==> config.mk <==
export PLATFORM = sky130hd
export DESIGN_NAME = dsf_sequencer
export DESIGN_NICKNAME = d
export VERILOG_FILES = /design/src/sv/dsf_pkg.sv /design/src/sv/dsf_sequencer.sv
export SDC_FILE = /design/constraint.sdc
export NUM_CORES = 1
export LEC_CHECK = 0
export BUFFER_PORTS_ARGS = -buffer_cell sky130_fd_sc_hd__buf_2
export CAP_MARGIN = 20
export CORE_AREA = 2 2 39 41
export CTS_BUF_LIST = sky130_fd_sc_hd__clkbuf_2
export DETAILED_ROUTE_END_ITERATION = 8
export DIE_AREA = 0 0 41 43
export GPL_TIMING_DRIVEN = 0
export MAX_ROUTING_LAYER = met4
export SETUP_SLACK_MARGIN = 0.2
export SLEW_MARGIN = 0
export SYNTH_ARGS = -nofsm -noshare
export SYNTH_HDL_FRONTEND = slang
export SYNTH_SLANG_ARGS = --single-unit
==> constraint.sdc <==
create_clock -name clk_i -period 2 [get_ports clk_i]
set_input_delay 0.3 -clock clk_i [delete_from_list [all_inputs] [get_ports clk_i]]
set_output_delay 0.3 -clock clk_i [all_outputs]
set_load 0.01 [all_outputs]
==> src/sv/dsf_pkg.sv <==
// ----------------------------------------------------------------------------
// dsf_pkg: shared types and constants of the divisible run finder
// Sizes, microcode encoding, the microprogram and the status record that
// flows from the datapath back to the sequencer.
// ----------------------------------------------------------------------------
package dsf_pkg;

  localparam int unsigned MAX_DIVISOR = 4096;
  localparam int unsigned MAX_SET_LEN = 65536;
  localparam int unsigned VALUE_BITS  = 32;

  localparam int unsigned RES_W     = $clog2(MAX_DIVISOR);     // residue
  localparam int unsigned DIV_W     = RES_W + 1;               // divisor register
  localparam int unsigned POS_W     = $clog2(MAX_SET_LEN) + 1; // item count, reported positions
  localparam int unsigned FIRST_W   = POS_W - 1;               // stored 0-based position
  localparam int unsigned DVD_W     = VALUE_BITS + 1;          // value plus old residue
  localparam int unsigned BIT_CNT_W = $clog2(DVD_W);
  localparam int unsigned EPOCH_W   = 16;
  localparam int unsigned ENTRY_W   = EPOCH_W + FIRST_W;
  localparam int unsigned STEP_W    = 3;
  localparam int unsigned ADDR_W    = 3;
  localparam int unsigned DATA_W    = 32;

  localparam logic [ADDR_W-1:0] REG_DIVISOR = ADDR_W'(0);

  typedef logic [STEP_W-1:0] step_t;

  localparam step_t STEP_WAIT  = 3'd0;
  localparam step_t STEP_DIV   = 3'd1;
  localparam step_t STEP_ADD   = 3'd2;
  localparam step_t STEP_UPD   = 3'd3;
  localparam step_t STEP_END   = 3'd4;
  localparam step_t STEP_SWEEP = 3'd5;

  typedef enum logic [2:0] {
    OP_NOP   = 3'd0,
    OP_WAIT  = 3'd1,
    OP_DIV   = 3'd2,
    OP_ADD   = 3'd3,
    OP_UPD   = 3'd4,
    OP_EMIT  = 3'd5,
    OP_SWEEP = 3'd6
  } op_e;

  typedef enum logic [2:0] {
    COND_NEXT       = 3'd0,
    COND_GOTO       = 3'd1,
    COND_START      = 3'd2,
    COND_DIV_LOOP   = 3'd3,
    COND_EMIT       = 3'd4,
    COND_SWEEP_LOOP = 3'd5
  } cond_e;

  typedef struct packed {
    op_e   op;
    cond_e cond;
    step_t target;
  } uword_t;

  typedef struct packed {
    logic sweep_pend;
    logic in_go;
    logic div_more;
    logic hold_emit;
    logic sweep_last;
  } seq_status_t;

  typedef struct packed {
    logic [EPOCH_W-1:0] epoch;
    logic [FIRST_W-1:0] first;
  } entry_t;

  // The microprogram. Steps not listed fall back to the wait step.
  function automatic uword_t ucode_rom(step_t step);
    uword_t w;
    unique case (step)
      STEP_WAIT:  w = '{op: OP_WAIT,  cond: COND_START,      target: STEP_SWEEP};
      STEP_DIV:   w = '{op: OP_DIV,   cond: COND_DIV_LOOP,   target: STEP_DIV};
      STEP_ADD:   w = '{op: OP_ADD,   cond: COND_NEXT,       target: STEP_WAIT};
      STEP_UPD:   w = '{op: OP_UPD,   cond: COND_NEXT,       target: STEP_WAIT};
      STEP_END:   w = '{op: OP_EMIT,  cond: COND_EMIT,       target: STEP_WAIT};
      STEP_SWEEP: w = '{op: OP_SWEEP, cond: COND_SWEEP_LOOP, target: STEP_WAIT};
      default:    w = '{op: OP_NOP,   cond: COND_GOTO,       target: STEP_WAIT};
    endcase
    return w;
  endfunction

endpackage

==> src/sv/dsf_sequencer.sv <==
// ----------------------------------------------------------------------------
// dsf_sequencer: microcode step counter
// Fetches one control word per step from the program table and picks the
// next step from the word's jump condition and the datapath status.
// ----------------------------------------------------------------------------
module dsf_sequencer import dsf_pkg::*; (
  input  logic        clk_i,
  input  logic        rst_ni,
  input  seq_status_t status_i,
  output op_e         op_o
);

  step_t  pc_q, pc_d;
  uword_t uw;

  assign uw   = ucode_rom(pc_q);
  assign op_o = uw.op;

  always_comb begin
    unique case (uw.cond)
      COND_NEXT:       pc_d = pc_q + 1'b1;
      COND_GOTO:       pc_d = uw.target;
      COND_START: begin
        if (status_i.sweep_pend) begin
          pc_d = uw.target;
        end else if (status_i.in_go) begin
          pc_d = pc_q + 1'b1;
        end else begin
          pc_d = pc_q;
        end
      end
      COND_DIV_LOOP:   pc_d = status_i.div_more ? uw.target : pc_q + 1'b1;
      COND_EMIT:       pc_d = status_i.hold_emit ? pc_q : uw.target;
      COND_SWEEP_LOOP: pc_d = status_i.sweep_last ? uw.target : pc_q;
      default:         pc_d = STEP_WAIT;
    endcase
  end

  always_ff @(posedge clk_i or negedge rst_ni) begin
    if (!rst_ni) begin
      pc_q <= STEP_WAIT;
    end else begin
      pc_q <= pc_d;
    end
  end

endmodule

==> metrics.md <==
| Metric | Value |
|---|---|
| Rows | 14 |
| LEAKAGE | roughly 0.20 nW |
| Cell Pwr Density | 1430 nW/um2 |
| Worst-path clk slew | approximately 0.04 ns |
| Clk Latency, worst-skew pair | approximately 0.20 ns |
| Crit Path Class | reg2out |
| GRT Total Usage | under 10% |
| Max-slew headroom | approximately 80% |
| Final Cycle Share | between 80% and 90% |
| DRC | 0 |
| Synth warn | 0 |
| Largest net degree at the start of global routing | 9 |
| Synth top area cells | dfrtp_1, ha_1, nor4b_4 |
| Hold WS | about 0.43 ns |
| CP Launch Type | flip-flop |
| Layout Cells excl Fill | 66 |
| I/O Buffers | 9 |
| DRT iter0 DRCs | 5 |
| CP cell instances | ha_1 > ha_1 > mux2_2 > buf_2 |
| Slew @ Worst Pin | around 0.32 ns |
| Post-DRT Antenna Nets | 0 |
| CTS Buffer Depth | 2 |
| Synth Register Bits | 3 |
| Seq/Total Area, Yosys | between 20% and 30% |
| Crit-path slowest cell | dfrtp_1 |
| Via/cell ratio | 4.80 |
| Synthesized net count | 48 |
| Drt wl/cell | about 11 um |
| Global placement routability congestion | 0.752 |
| Post-route cell area | ~410 um2 |
| Post-synthesis cell count | 36 |
| TritonCTS Sinks | 3 |
| Overflow after GRT | 0 |
| Worst Path Max Fanout | 6 |
| Dpl hpwl | between 500 and 600 um |
| Initial Util | between 20 and 25% |
| Post-Route Skew | slightly below 0.004 ns |
| Placed Cells | 61 |
| Mapped Area | 317 um2 |
| Wire length of the first global-routing pass | between 1000 and 1500 um |
| Setup violators final | 0 |
| Largest area contributor in the netlist | dfrtp_1 |
| Largest registers | pc_q (3) |
| CP dominant cell by count | ha_1 |
| DIE AREA | 1760 um2 |
| Max reg flops | 3 |
| Area Growth Syn to Fin | 30.8% |
| Die Wd | ~41 um |
| Max-cap violations | 0 |
| CP max stage delay | ~0.44 ns |
| Status | finished clean |
| HP Class | in2async |
| Final WL | between 600 and 700 um |
| Final #Nets | 63 |
| Number of global-route vias before repair | between 200 and 300 |
| Count of cell types in the netlist | 19 |
| Avg Inst Size Synth | 8.79 um2 |
| Top achievable clock speed | 0.590 GHz |
| CTS Buf Count | 3 |
| CTS tree | done |
| Fraction of layout instances using a drive strength above 1 | about 38% |
| Total core area | 1380 um2 |
| # IOs | 10 |
| Worst path required time | 1.70 ns |
| Final slew viol count | 0 |
| Peak VDD IR | between 0.4 and 0.5 mV |
| Placed Area | around 380 um2 |
| Initial antenna violation count | 0 |
| FILL cells | approximately 160 |
| H-tree levels | 1 |
| RSZ-0062 raised after global routing | false |
| Arr. time, crit path | between 1 and 1.5 ns |
| Setup Total Neg Slack | 0 ns |
| Vias | approximately 320 |
| Die Y-Extent | approximately 43 um |
| Clock Root Buffer | clkbuf_2 |
| Top cell type's share of synthesized area | around a quarter |
| Largest register by flop count | pc_q |
| Crit path time final | around 1.7 ns |
| Ant diodes | 0 |
| Detailed Routing Iterations Pass 1 | 4 |
| Crit end category | primary output |
| Final hold viol count | 0 |
## cell families after synthesis
| kind of cell | after synthesis | synth area share, % |
|---|---|---|
| AOI/OAI and AO/OA | 11 | 23.3 |
| adders and majority gates | 5 | 19.8 |
| buffers and inverters | 6 | 7.51 |
| DFF | 3 | 23.7 |
| muxes | 1 | 3.56 |
| and+or+nand+nor | 10 | 22.1 |
## power by group
group / total (mW) / switching [mW] / internal, mW
Sequential: 0.115 / 0.0266 / 0.0879
Combinational: 0.398 / 0.219 / 0.179
Clock: 0.0812 / 0.0284 / 0.0528
## routing by layer
| layer | up-vias | global-route usage (%) | share of wire (%) |
|---|---|---|---|
| li1 | 159 | - | - |
| met4 | 0 | 4.00 | 0 |
| met3 | 0 | 3.14 | 1.9 |
| met2 | 3 | 13.1 | 51 |
| met5 | - | - | 0 |
| met1 | 155 | 13.0 | 47 |
## per-stage QoR
stage	power, mW	setup slack (ns)	util [%]
detailed placement	0.511	0.401	27.6
global placement	0.509	0.432	27.6
finish	0.593	0.304	29.9
floorplan	0.400	0.602	-
global route	0.666	0.203	29.9
CTS	0.599	0.205	29.7
## final timing paths
path | endpoint | cells past startpoint | slack (ns) | start
setup / recovery | op_o[2] | 4 | 0.30 | pc_q[1]
hold / removal | pc_q[0] | 2 | 0.43 | rst_ni
setup reg to reg | pc_q[2] | 5 | 0.48 | pc_q[1]
hold reg to reg | pc_q[0] | 2 | 0.66 | pc_q[2]
max in group asynchronous | pc_q[2] | 2 | 1.47 | rst_ni
min in group clk_i | pc_q[2] | 3 | 0.48 | status_i[3]
## worst max-delay path: cells and delay by family (launching register included)
kind,cells,cell delay [ns]
flops,1,0.44
fa+ha+maj,2,0.38
mux,1,0.25
buf+inv,1,0.14
## placed cells by master, fill, tap and decap left out
cell type	count
or4b_1	1
ha_1	4
o2bb2ai_1	1
ha_2	1
dfrtp_1	3
clkbuf_2	4
nor3_1	2
nor4b_4	1
a21oi_1	2
inv_2	1
a31oi_1	3
dlygate4sd3_1	1
nor2_1	4
o21bai_1	1
o21ai_0	1
mux2_2	1
o22ai_1	1
buf_2	10
o221ai_1	1
and2_2	1
nand2_1	1
o32ai_1	1
inv_1	4
## timing repair
| item | in CTS | in global routing |
|---|---|---|
| gates resized for setup | 0 | 3 |
| hold buffers | 1 | 0 |
| setup buffers | 0 | 0 |
| endpoints found under the hold margin | 3 | 0 |
| endpoints found under the setup margin | 0 | 3 |
## synth_stat cells
cell,n
a21oi_1,2
and2_2,1
or4b_1,1
nor2_1,4
clkbuf_2,1
o32ai_1,1
o22ai_1,1
mux2_2,1
inv_1,5
a31oi_1,3
o21ai_0,1
o221ai_1,1
ha_1,5
o2bb2ai_1,1
o21bai_1,1
nor4b_4,1
nor3_1,2
dfrtp_1,3
nand2_1,1
## final cells by class
class / count / area [um2] / share of cell area (%)
Inverter: 5 / 18.8 / 4.53
Buffer: 1 / 5.00 / 1.21
Timing Repair Buffer: 10 / 55.1 / 13.3
Clock buffer: 4 / 20.0 / 4.83
Tap cell: 16 / 20.0 / 4.83
Sequential cell: 3 / 75.1 / 18.1
Multi-Input combinational cell: 27 / 220 / 53.2
Note: power is estimated with default switching activity, not from simulation.
